## config.mk

```make
export PLATFORM = sky130hd
export DESIGN_NAME = voltage_average_and_smooth_unit
export DESIGN_NICKNAME = d
export VERILOG_FILES = /design/src/vas_pkg.sv /design/src/vas_div.sv /design/src/voltage_average_and_smooth_unit.sv
export VERILOG_INCLUDE_DIRS = /design/src /design/src/src
export SDC_FILE = /design/constraint.sdc
export NUM_CORES = 1
export LEC_CHECK = 0
export BUFFER_PORTS_ARGS = -buffer_cell sky130_fd_sc_hd__clkbuf_2
export CAP_MARGIN = 20
export CORE_ASPECT_RATIO = 0.75
export CORE_UTILIZATION = 32
export DETAILED_ROUTE_END_ITERATION = 8
export PLACE_DENSITY_LB_ADDON = 0.3
export SLEW_MARGIN = 10
export SYNTH_ARGS = -nofsm -noshare
export SYNTH_HDL_FRONTEND = slang
export SYNTH_SLANG_ARGS = --single-unit
```

## constraint.sdc

```tcl
create_clock -name clk -period 12.45 [get_ports clk]
set_clock_uncertainty 0.2 [all_clocks]
set_input_delay 1.245 -clock clk [delete_from_list [all_inputs] [get_ports clk]]
set_output_delay 1.245 -clock clk [all_outputs]
set_load 0.05 [all_outputs]
```

## src/voltage_average_and_smooth_unit_assert.svh

```systemverilog
// Assertion macros for the voltage averaging and smoothing unit.
// The macros expect signals named clk and rst_n in the scope where they are used.
`ifndef VOLTAGE_AVERAGE_AND_SMOOTH_UNIT_ASSERT_SVH
`define VOLTAGE_AVERAGE_AND_SMOOTH_UNIT_ASSERT_SVH

`ifndef SYNTH

// The condition must hold at every clock edge outside reset.
`define VAS_ASSERT(lbl, prop, msg) \
  lbl: assert property (@(posedge clk) disable iff (!rst_n) (prop)) else $error(msg);

// The consequent must hold in the cycle after the antecedent.
`define VAS_ASSERT_NEXT(lbl, ante, cons, msg) \
  lbl: assert property (@(posedge clk) disable iff (!rst_n) (ante) |=> (cons)) else $error(msg);

`else

`define VAS_ASSERT(lbl, prop, msg)
`define VAS_ASSERT_NEXT(lbl, ante, cons, msg)

`endif

`endif

```

## src/vas_pkg.sv

```systemverilog
`timescale 1ns / 1ps

package vas_pkg;

  localparam int DefWindowLength      = 10;
  localparam int DefSamplesPerReading = 5;

  localparam int SampleW  = 12;
  localparam int ReadingW = 13;
  localparam int ResultW  = 17;
  localparam int ModeW    = 2;
  localparam int AlphaW   = 9;
  localparam int CfgAddrW = 1;
  localparam int ProdW    = 26;

  localparam logic [ModeW-1:0] ModePass   = 2'd0;
  localparam logic [ModeW-1:0] ModeWindow = 2'd1;
  localparam logic [ModeW-1:0] ModeEma    = 2'd2;

  localparam logic [CfgAddrW-1:0] RegMode  = 1'd0;
  localparam logic [CfgAddrW-1:0] RegAlpha = 1'd1;

  localparam logic [AlphaW-1:0] AlphaReset = 9'd51;
  localparam logic [AlphaW-1:0] AlphaOne   = 9'd256;

  typedef enum logic [3:0] {
    S_IDLE,
    S_GRP_DIV,
    S_ROUTE,
    S_WIN_UPD,
    S_WIN_CHK,
    S_WIN_DIV,
    S_EMA_MUL,
    S_EMA_ADD,
    S_EMIT
  } state_t;

  typedef struct packed {
    logic busy;
    logic done;
  } div_stat_t;

endpackage

```

## src/vas_div.sv

```systemverilog
`timescale 1ns / 1ps

module vas_div #(
  parameter int DW = 21,
  parameter int VW = 4
) (
  input  logic               clk,
  input  logic               rst_n,
  input  logic               start,
  input  logic [DW-1:0]      dividend,
  input  logic [VW-1:0]      divisor,
  output vas_pkg::div_stat_t stat,
  output logic [DW-1:0]      quotient
);

  localparam int CntW = $clog2(DW + 1);

  logic            busy_r, busy_nxt;
  logic            done_r, done_nxt;
  logic [CntW-1:0] cnt_r, cnt_nxt;
  logic [DW-1:0]   dvd_r, dvd_nxt;
  logic [VW-1:0]   rem_r, rem_nxt;
  logic [VW-1:0]   dvs_r, dvs_nxt;

  logic [VW:0] r_shift;
  logic [VW:0] r_sub;
  logic        ge;

  // Restoring division, one quotient bit per cycle; quotient bits shift in
  // from the bottom while dividend bits leave at the top.
  always_comb begin
    r_shift  = {rem_r, dvd_r[DW-1]};
    ge       = (r_shift >= {1'b0, dvs_r});
    r_sub    = r_shift - {1'b0, dvs_r};
    busy_nxt = busy_r;
    done_nxt = 1'b0;
    cnt_nxt  = cnt_r;
    dvd_nxt  = dvd_r;
    rem_nxt  = rem_r;
    dvs_nxt  = dvs_r;
    if (start) begin
      busy_nxt = 1'b1;
      cnt_nxt  = CntW'(DW);
      dvd_nxt  = dividend;
      rem_nxt  = '0;
      dvs_nxt  = divisor;
    end else if (busy_r) begin
      dvd_nxt = {dvd_r[DW-2:0], ge};
      rem_nxt = ge ? r_sub[VW-1:0] : r_shift[VW-1:0];
      cnt_nxt = cnt_r - 1'b1;
      if (cnt_r == CntW'(1)) begin
        busy_nxt = 1'b0;
        done_nxt = 1'b1;
      end
    end
  end

  always_ff @(posedge clk) begin
    if (!rst_n) begin
      busy_r <= 1'b0;
      done_r <= 1'b0;
      cnt_r  <= '0;
    end else begin
      busy_r <= busy_nxt;
      done_r <= done_nxt;
      cnt_r  <= cnt_nxt;
    end
  end

  always_ff @(posedge clk) begin
    dvd_r <= dvd_nxt;
    rem_r <= rem_nxt;
    dvs_r <= dvs_nxt;
  end

  assign stat.busy = busy_r;
  assign stat.done = done_r;
  assign quotient  = dvd_r;

endmodule

```

## src/voltage_average_and_smooth_unit.sv

```systemverilog
// Voltage averaging and smoothing unit.
// Input stream: one calibrated sample per request, in_tdata[11:0] in millivolts.
// Every SAMPLES_PER_READING samples the group mean is doubled into a reading,
// smoothed by the mode in cfg register 0 (0 pass, 1 window mean, 2 EMA with
// the Q8 weight in register 1) and sent as one Q4 millivolt result on
// out_tdata[16:0]. Samples that do not close a group produce no result.
// A non-closing sample leaves in_tready high. A closing sample holds in_tready
// low while its result is formed: group division and routing, then the EMA
// seed or blend step, or the window update and check with, when the window
// holds a positive entry, the one-bit-per-cycle divider, or nothing more in
// pass-through, and last the emit state, which waits for the output register.
// The window ring sits in a one-port synchronous memory updated by
// read-modify-write, with a running total and positive-entry count in flops.
// Reset clears the group accumulator, the ring (per-entry valid bits), the EMA
// state and sets mode 0 and weight 51; no clearing pass is needed.
// A result waits in the output register while the receiver stalls; new samples
// are still taken, and the next result is held back until that register frees.
`timescale 1ns / 1ps
`include "voltage_average_and_smooth_unit_assert.svh"

module voltage_average_and_smooth_unit #(
  parameter int WINDOW_LENGTH       = vas_pkg::DefWindowLength,
  parameter int SAMPLES_PER_READING = vas_pkg::DefSamplesPerReading
) (
  input  logic        clk,
  input  logic        rst_n,
  // sample_mv [11:0]
  input  logic [15:0] in_tdata,
  input  logic        in_tvalid,
  output logic        in_tready,
  // smoothed_voltage_q4 [16:0]
  output logic [23:0] out_tdata,
  output logic        out_tvalid,
  input  logic        out_tready,
  input  logic        cfg_we,
  input  logic [vas_pkg::CfgAddrW-1:0] cfg_addr,
  input  logic [vas_pkg::AlphaW-1:0]   cfg_wdata
);

  localparam int W    = WINDOW_LENGTH;
  localparam int Spr  = SAMPLES_PER_READING;
  localparam int CW   = $clog2(W + 1);
  localparam int TW   = vas_pkg::ReadingW + CW;
  localparam int PW   = (W > 1) ? $clog2(W) : 1;
  localparam int GSW  = $clog2(4095 * Spr + 1);
  localparam int GCW  = $clog2(Spr + 1);
  localparam int DivW = TW + 4;
  localparam int VW   = CW;
  // Scaled reciprocal of the group length; the extra shift makes the
  // product exact for every group sum.
  localparam int RecSh = GSW + $clog2(Spr);
  localparam int RecM  = ((1 << RecSh) + Spr - 1) / Spr;
  localparam int RecW  = $clog2(RecM + 1);
  localparam int GPW   = GSW + RecW;
  localparam int RW   = vas_pkg::ReadingW;
  localparam int QW   = vas_pkg::ResultW;
  localparam int PrW  = vas_pkg::ProdW;

  vas_pkg::state_t state_r, state_nxt;

  logic [vas_pkg::ModeW-1:0]  mode_r;
  logic [vas_pkg::AlphaW-1:0] alpha_r;

  logic [GSW-1:0] gsum_r, gsum_nxt;
  logic [GCW-1:0] gcnt_r, gcnt_nxt;
  logic [RW-1:0]  reading_r, reading_nxt;
  logic [QW-1:0]  res_r, res_nxt;
  logic [PrW-1:0] prod_r, prod_nxt;
  logic [QW-1:0]  ema_r, ema_nxt;
  logic [TW-1:0]  win_tot_r, win_tot_nxt;
  logic [CW-1:0]  win_cnt_r, win_cnt_nxt;
  logic [PW-1:0]  ptr_r, ptr_nxt;
  logic [W-1:0]   valid_r;
  logic [RW-1:0]  rdata_r;
  logic [RW-1:0]  win_mem [W];
  logic           mem_we;

  logic          out_valid_r, out_valid_nxt;
  logic [QW-1:0] out_data_r;
  logic          out_load;

  logic               div_start;
  logic [DivW-1:0]    div_dividend;
  logic [VW-1:0]      div_divisor;
  vas_pkg::div_stat_t div_stat;
  logic [DivW-1:0]    div_quot;

  logic                        in_acc;
  logic [RW-1:0]               old_entry;
  logic [QW-1:0]               fresh;
  logic [vas_pkg::AlphaW-1:0]  alpha_sat;
  logic [PrW-1:0]              ema_acc;
  logic [GPW-1:0]              grp_prod;
  logic [vas_pkg::SampleW-1:0] grp_mean;

  vas_div #(
    .DW (DivW),
    .VW (VW)
  ) u_div (
    .clk      (clk),
    .rst_n    (rst_n),
    .start    (div_start),
    .dividend (div_dividend),
    .divisor  (div_divisor),
    .stat     (div_stat),
    .quotient (div_quot)
  );

  assign in_tready = (state_r == vas_pkg::S_IDLE);
  assign in_acc    = in_tvalid && in_tready;
  assign fresh     = {reading_r, 4'b0000};
  assign alpha_sat = (alpha_r > vas_pkg::AlphaOne) ? vas_pkg::AlphaOne : alpha_r;
  // An entry never written since reset reads as zero.
  assign old_entry = valid_r[ptr_r] ? rdata_r : '0;
  assign ema_acc   = prod_r + PrW'(vas_pkg::AlphaOne - alpha_sat) * PrW'(ema_r);
  assign grp_prod  = GPW'(gsum_r) * GPW'(RecM);
  assign grp_mean  = grp_prod[RecSh +: vas_pkg::SampleW];

  always_comb begin
    state_nxt    = state_r;
    gsum_nxt     = gsum_r;
    gcnt_nxt     = gcnt_r;
    reading_nxt  = reading_r;
    res_nxt      = res_r;
    prod_nxt     = prod_r;
    ema_nxt      = ema_r;
    win_tot_nxt  = win_tot_r;
    win_cnt_nxt  = win_cnt_r;
    ptr_nxt      = ptr_r;
    mem_we       = 1'b0;
    out_load     = 1'b0;
    div_start    = 1'b0;
    div_dividend = DivW'({win_tot_r, 4'b0000});
    div_divisor  = VW'(win_cnt_r);
    case (state_r)
      vas_pkg::S_IDLE: begin
        if (in_acc) begin
          gsum_nxt = gsum_r + GSW'(in_tdata[vas_pkg::SampleW-1:0]);
          if (gcnt_r == GCW'(Spr - 1)) begin
            gcnt_nxt  = '0;
            state_nxt = vas_pkg::S_GRP_DIV;
          end else begin
            gcnt_nxt = gcnt_r + 1'b1;
          end
        end
      end
      vas_pkg::S_GRP_DIV: begin
        // The group mean comes from the reciprocal product; doubling gives the reading.
        reading_nxt = {grp_mean, 1'b0};
        gsum_nxt    = '0;
        state_nxt   = vas_pkg::S_ROUTE;
      end
      vas_pkg::S_ROUTE: begin
        case (mode_r)
          vas_pkg::ModeWindow: state_nxt = vas_pkg::S_WIN_UPD;
          vas_pkg::ModeEma:    state_nxt = vas_pkg::S_EMA_MUL;
          default: begin
            res_nxt   = fresh;
            state_nxt = vas_pkg::S_EMIT;
          end
        endcase
      end
      vas_pkg::S_WIN_UPD: begin
        // The old entry leaves the running sums and the new reading enters.
        mem_we      = 1'b1;
        win_tot_nxt = win_tot_r - TW'(old_entry) + TW'(reading_r);
        win_cnt_nxt = win_cnt_r - CW'(old_entry != '0) + CW'(reading_r != '0);
        ptr_nxt     = (ptr_r == PW'(W - 1)) ? '0 : ptr_r + 1'b1;
        state_nxt   = vas_pkg::S_WIN_CHK;
      end
      vas_pkg::S_WIN_CHK: begin
        if (win_cnt_r == '0) begin
          res_nxt   = fresh;
          state_nxt = vas_pkg::S_EMIT;
        end else begin
          div_start = 1'b1;
          state_nxt = vas_pkg::S_WIN_DIV;
        end
      end
      vas_pkg::S_WIN_DIV: begin
        if (div_stat.done) begin
          res_nxt   = div_quot[QW-1:0];
          state_nxt = vas_pkg::S_EMIT;
        end
      end
      vas_pkg::S_EMA_MUL: begin
        if (ema_r == '0) begin
          ema_nxt   = fresh;
          res_nxt   = fresh;
          state_nxt = vas_pkg::S_EMIT;
        end else begin
          prod_nxt  = PrW'(alpha_sat) * PrW'(fresh);
          state_nxt = vas_pkg::S_EMA_ADD;
        end
      end
      vas_pkg::S_EMA_ADD: begin
        ema_nxt   = ema_acc[QW+7:8];
        res_nxt   = ema_acc[QW+7:8];
        state_nxt = vas_pkg::S_EMIT;
      end
      vas_pkg::S_EMIT: begin
        if (!out_valid_r || out_tready) begin
          out_load  = 1'b1;
          state_nxt = vas_pkg::S_IDLE;
        end
      end
      default: state_nxt = vas_pkg::S_IDLE;
    endcase
  end

  always_comb begin
    out_valid_nxt = out_valid_r;
    if (out_load) begin
      out_valid_nxt = 1'b1;
    end else if (out_tready) begin
      out_valid_nxt = 1'b0;
    end
  end

  always_ff @(posedge clk) begin
    if (!rst_n) begin
      state_r     <= vas_pkg::S_IDLE;
      mode_r      <= vas_pkg::ModePass;
      alpha_r     <= vas_pkg::AlphaReset;
      gsum_r      <= '0;
      gcnt_r      <= '0;
      ema_r       <= '0;
      win_tot_r   <= '0;
      win_cnt_r   <= '0;
      ptr_r       <= '0;
      valid_r     <= '0;
      out_valid_r <= 1'b0;
    end else begin
      state_r     <= state_nxt;
      gsum_r      <= gsum_nxt;
      gcnt_r      <= gcnt_nxt;
      ema_r       <= ema_nxt;
      win_tot_r   <= win_tot_nxt;
      win_cnt_r   <= win_cnt_nxt;
      ptr_r       <= ptr_nxt;
      out_valid_r <= out_valid_nxt;
      if (mem_we) begin
        valid_r[ptr_r] <= 1'b1;
      end
      if (cfg_we) begin
        case (cfg_addr)
          vas_pkg::RegMode:  mode_r  <= cfg_wdata[vas_pkg::ModeW-1:0];
          vas_pkg::RegAlpha: alpha_r <= cfg_wdata;
          default: ;
        endcase
      end
    end
  end

  always_ff @(posedge clk) begin
    reading_r <= reading_nxt;
    res_r     <= res_nxt;
    prod_r    <= prod_nxt;
    if (out_load) begin
      out_data_r <= res_r;
    end
  end

  // Window ring: one write port and one registered read port at the pointer.
  always_ff @(posedge clk) begin
    if (mem_we) begin
      win_mem[ptr_r] <= reading_r;
    end
    rdata_r <= win_mem[ptr_r];
  end

  assign out_tvalid = out_valid_r;
  assign out_tdata  = {(24 - QW)'(0), out_data_r};

  `VAS_ASSERT(a_win_sum_count, (win_cnt_r == '0) == (win_tot_r == '0), "window sums disagree")
  `VAS_ASSERT(a_win_count_max, win_cnt_r <= CW'(W), "window count above window length")
  `VAS_ASSERT(a_div_start_free, !(div_start && div_stat.busy), "divider started while busy")
  `VAS_ASSERT_NEXT(a_out_drain, out_tvalid && out_tready && !out_load, !out_tvalid, "result repeated")

endmodule
```

* Word-level counts from Yosys, hierarchy flattened
Memory sizes are Yosys's and may differ from the RTL's. A register that Yosys moved wholly into a read port is not among the register bits.
Index checks and enable logic that the tools add are counted.
** Word-level totals
- Memories :: 1
- Bits in writable memories :: 120
- Register bits after elaboration :: 201
** Operators by class
- Muxes and demuxes :: 42
- Add/subtract/negate cells :: 11
- Equality and inequality tests :: 20
- Reductions and logical operators :: 25
- Bitwise logic cells :: 5
- Order comparisons :: 4
- Multipliers :: 3
** Memory list
- win_mem :: depth 10, bits a word 12, rd ports 1, clocked after memory_dff 1, write ports 1, RTL line voltage_average_and_smooth_unit.sv:75 : logic [RW-1:0] win_mem [W];
** Operators with widths (number)
- 17-bit one-hot mux with 5 select lines :: 1
- 17-bit 2-to-1 mux :: 4
- 21-bit 2-to-1 mux :: 2
- 4-bit one-hot mux with 9 select lines :: 1
- 17-bit one-hot mux with 2 select lines :: 1
- 4-bit 2-to-1 mux :: 8
- 15-bit by 16-bit multiplier with 30-bit output (second input constant) :: 1
- 15-bit one-hot mux with 2 select lines :: 1
- 13-bit nonzero test :: 2
- 25-bit adder :: 1
- 10-bit by 18-bit multiplier with 25-bit output :: 1
- 9-bit by 12-bit multiplier with 20-bit output :: 1
- 17-bit by 13-bit adder with 17-bit output :: 1
- 17-bit zero test :: 1
- 17-bit by 13-bit subtractor with 17-bit output :: 1
- 4-bit by 3-bit == test with 1-bit output (second input constant) :: 4
- 15-bit by 12-bit adder with 15-bit output :: 1
- 1-bit 2-to-1 mux :: 15
- 15-bit 2-to-1 mux :: 1
- 13-bit 2-to-1 mux :: 1
- 2-bit AND reduction :: 6
- 5-bit 2-to-1 mux :: 2
- 10-bit OR :: 1
- 9-bit by 9-bit subtractor with 10-bit output (first input constant) :: 1
- 35 further kinds :: 51

* Depth between registers and ports, before layout
- Depth in word-level cells :: 6
- Mapped depth :: 29
- Gate-level depth less buffers :: 28

* Cells and area by module
Synthesis repeated with hierarchy kept, for this count alone.
** Second synthesis, totals
- Cells, all modules :: 2590
- Area, all modules :: 26490.4 um2
** By module, submodules not included
- voltage_average_and_smooth_unit :: seq. area each 7527.2 um2, instances 1, cells an instance 2468, area each 24833.8 um2
- vas_div :: seq. area each 970.9 um2, instances 1, cells an instance 122, area each 1656.6 um2

* Worst setup path before layout
OpenSTA, ideal clock, no wires.
- Path kind :: register to register
- From :: register alpha_r[8] (netlist bit)
- To :: register res_r[15], data pin
- Data arrival time :: 6.166 ns
- Slack :: 5.817 ns
- Path buffers :: 2
- Stages on the path, launching flop included :: 28
- Library setup time :: 0.267 ns
- Cell sequence :: dfxtp_1 -> nor2b_1 -> buf_4 -> inv_4 -> ha_1 -> nand2_1 -> or3_1 -> xor2_1 -> clkbuf_1 -> nand2_1 -> fa_1 -> inv_1 -> fa_1 -> fa_1 -> fa_1 -> inv_1 -> fa_1 -> inv_1 -> ha_1 -> o21ai_0 -> nand2b_1 -> a21o_1 -> nand3_2 -> nand3_2 -> a31oi_1 -> o21bai_1 -> xnor2_1 -> o21ai_0
** On the way
- Longest elaborated chain between the ends :: 6
** Ends and longest elaborated chain
- start: declaration :: RTL line voltage_average_and_smooth_unit.sv:62 : logic [vas_pkg::AlphaW-1:0] alpha_r;
- start signal: assignment :: RTL line voltage_average_and_smooth_unit.sv:224 : alpha_r <= vas_pkg::AlphaReset;
- start signal: assignment :: RTL line voltage_average_and_smooth_unit.sv:248 : vas_pkg::RegAlpha: alpha_r <= cfg_wdata;
- 9-bit > comparator :: RTL line voltage_average_and_smooth_unit.sv:112 : assign alpha_sat = (alpha_r > vas_pkg::AlphaOne) ? vas_pkg::AlphaOne : alpha_r;
- 9-bit 2-to-1 mux (*) :: RTL line voltage_average_and_smooth_unit.sv:112
- 9-bit by 9-bit subtractor with 10-bit output (*) :: RTL line voltage_average_and_smooth_unit.sv:115 : assign ema_acc = prod_r + PrW'(vas_pkg::AlphaOne - alpha_sat) * PrW'(ema_r);
- 10-bit by 18-bit multiplier with 25-bit output (*) :: RTL line voltage_average_and_smooth_unit.sv:115
- 25-bit adder (*) :: RTL line voltage_average_and_smooth_unit.sv:115
- 17-bit one-hot mux with 5 select lines (*) :: RTL line voltage_average_and_smooth_unit.sv:135 : case (state_r)
- named net res_nxt[15] :: RTL line voltage_average_and_smooth_unit.sv:67 : logic [QW-1:0] res_r, res_nxt;
- end signal: assignment :: RTL line voltage_average_and_smooth_unit.sv:257 : res_r <= res_nxt;
- end: declaration :: RTL line voltage_average_and_smooth_unit.sv:67
Mark *: on every way through the listed nets, which the timed path passes. The rest lies on a longest branch.
A chain may end at the register's enable or synchronous reset.

* Worst setup path after layout
- From :: register alpha_r[8] (netlist bit)
- To :: register res_r[12], data pin
Same word-level chain as after synthesis.

==> metrics.txt <==
FP Rows 90; DP HPWL 45.40 mm; Tmin final 8.118 ns; crit-path max FO 23; post-synthesis sequential area ratio 0.3214; ant diodes 0; Syn Area/Cell 10.16 um2; CP arrival 8.26 ns; largest net degree at the start of global routing 68; DRC 0; IO Pins 57; worst hold path class flop to flop; post-DR wirelength/cell 15.96 um; Worst-path clk slew 0.07 ns; clk_lat worst skew 0.60 ns; # port buffers 45; status finished, final reports clean; top_reg_cell synth edfxtp_1; hold_buf cts 0; PostCTS Resize Cnt 0; #FFs+latches synth 319; WP data required 12.59 ns; total grt overflow 0; fillers 8193; Initial Util 0.3254; Ys Warns 0; VDD IR max 101.0 uV; crit path capture type flop; first-pass GRT wire length 97.15 mm; Final nets 3188; PwrDens 126.5 nW/um2; final hold violation count 0; share of layout cells above drive strength 1 0.07692; final slew viol count 0; average vias per placed instance 4.706; commonest non-fill, non-tap cell in the layout inv_1; RSZ-0062 raised after global routing no; vias after detailed routing 17460; die area 83390 um2; maximum clock path buffer count 3; Overall Global Routing Usage 0.1452; Die W 333.1 um; final WL 59.22 mm; CTS sink count 319; CTS root buf clkbuf_16; Core Area 80850 um2; cell mode on critical path fa_1; Post-CTS Setup Bufs 0; CTS tree built; critical path's slowest cell dfxtp_1; Async SR Flop Fraction 0; CTS Buf Count 31; Post-Syn Area 26310 um2; Fin Setup TNS 0 ns; Pleak 0.01286 uW; vias in the first global route 17610; max-capacitance violation count 0; Pre-Repair DR Iteration Count 5; Die Ht 250.3 um; initial antenna violation count 0; CTS H-tree depth 1; startpoint types flop; Crit path max-delay family adder cells; worst-margin pin slew 1.084 ns; crit path buf inv count 4; Synth Instances 2591; Final period util 0.6521; critical path class flop to flop; Worst path max stage delay 0.91 ns; Routability Congestion 0.8204; 1st-iter DRT viols 1013; Max Clock Freq 0.1232 GHz; Hold Slack 0.2239 ns; Post-synth EDFFs 207; synthesis-to-finish area growth 9.905%; Worst slew margin 0.2741; final antenna-violating net count 0; Final setup viols 0; Yosys cell types 69; most frequent cells in the layout inv_1, nand2_1, fa_1
-- metrics by stage --
stage	util	total power, uW	area [um2]	cells	setup slack [ns]
detailed placement	0.3450	2724	27900	3652	4.345
floorplan	-	2373	26390	2612	5.817
global route	0.3577	3982	28920	3710	3.764
CTS	0.3577	3710	28920	3710	4.334
finish	0.3577	3657	28920	3710	4.332
global placement	0.3450	2715	27900	3652	4.336
-- cells in the mapped netlist (3+ instances only) --
cell | n | area share
a31oi_1 | 10 | 0.0024
nor2b_1 | 31 | 0.0074
and3_1 | 12 | 0.0029
a22oi_1 | 7 | 0.0020
edfxtp_1 | 207 | 0.24
clkbuf_1 | 84 | 0.012
nand3_2 | 3 | 0.0011
or2_2 | 5 | 0.0012
buf_2 | 7 | 0.0013
nand3_1 | 57 | 0.011
mux2i_1 | 32 | 0.012
o21ai_1 | 8 | 0.0015
inv_1 | 494 | 0.070
a311oi_1 | 5 | 0.0017
fa_1 | 282 | 0.21
o31ai_1 | 4 | 0.0011
and2_1 | 99 | 0.024
o21ai_0 | 57 | 0.011
nand2_1 | 292 | 0.042
xnor2_1 | 56 | 0.019
nand4_1 | 14 | 0.0033
buf_1 | 10 | 0.0014
nand2b_1 | 14 | 0.0033
nor2_1 | 112 | 0.016
nor3_1 | 21 | 0.0040
ha_1 | 248 | 0.12
a21o_1 | 22 | 0.0063
xor2_1 | 26 | 0.0087
o21bai_1 | 3 | 0.00086
buf_4 | 10 | 0.0029
nor4_1 | 15 | 0.0036
mux4_2 | 26 | 0.022
a21oi_1 | 111 | 0.021
nor4b_1 | 3 | 0.0010
dfxtp_1 | 112 | 0.085
a211oi_1 | 22 | 0.0063
o211ai_1 | 9 | 0.0026
nand3b_1 | 5 | 0.0014
nor3b_1 | 3 | 0.00086
o21a_1 | 4 | 0.0011
or3_1 | 13 | 0.0031
-- logic make-up (layout without fill, tap and decap cells) --
| kind of cell | count (synthesis) | after routing | share of synthesized area |
|---|---|---|---|
| compound gates | 286 | 286 | 0.06709 |
| fa+ha+maj | 530 | 530 | 0.3325 |
| other cells | 2 | 23 | 0.0002854 |
| mux | 59 | 59 | 0.03485 |
| simple gates | 705 | 705 | 0.1277 |
| xor+xnor | 82 | 82 | 0.02729 |
| buf+inv | 608 | 648 | 0.08887 |
| flops | 319 | 319 | 0.3214 |
-- path summary, 6_finish.rpt --
path	from	slack [ns]	endpoint	cells past startpoint
min	res_r[10]	0.22	out_data_r[10]	0
max	alpha_r[8]	4.33	res_r[12]	26
max reg2reg	alpha_r[8]	4.33	res_r[12]	26
min reg2reg	res_r[10]	0.22	out_data_r[10]	0
-- power breakdown --
group / switching (uW) / total [uW] / internal [uW]
Combinational: 848 / 1470 / 623
Clock: 427 / 969 / 542
Sequential: 32.3 / 1220 / 1190
Total: 1310 / 3660 / 2350
-- layer usage --
| metal | track usage | up-vias | wire (um) |
|---|---|---|---|
| met5 | 0 | - | 0 |
| met4 | 0.02172 | 0 | 742 |
| met3 | 0.02137 | 44 | 2938 |
| met2 | 0.2110 | 357 | 24070 |
| met1 | 0.2287 | 8647 | 31470 |
| li1 | - | 8413 | - |
-- final cells by class --
cell class / instances / area, um2 / share of cell area
clock buffer: 35 / 790.8 / 0.02734
sequential: 319 / 8459 / 0.2925
inverter: 496 / 1864 / 0.06447
tap: 1058 / 1324 / 0.04578
timing repair buffer: 94 / 593.1 / 0.02051
multi-input combinational: 1685 / 15660 / 0.5413
clock inverter: 23 / 232.7 / 0.008047
-- state kept, by name, indices dropped and copies added (netlist names), 3 cells and up --
register,flops
state_r,4
ema_r,17
rdata_r,12
win_tot_r,16
out_data_r,17
u_div.quotient,21
u_div.rem_r,4
prod_r,20
alpha_r,9
reading_r,12
valid_r,10
ptr_r,4
u_div.dvs_r,4
win_mem,120
gsum_r,15
res_r,17
div_divisor,4
u_div.cnt_r,5
gcnt_r,3
Power figures use the tool's default switching activity.
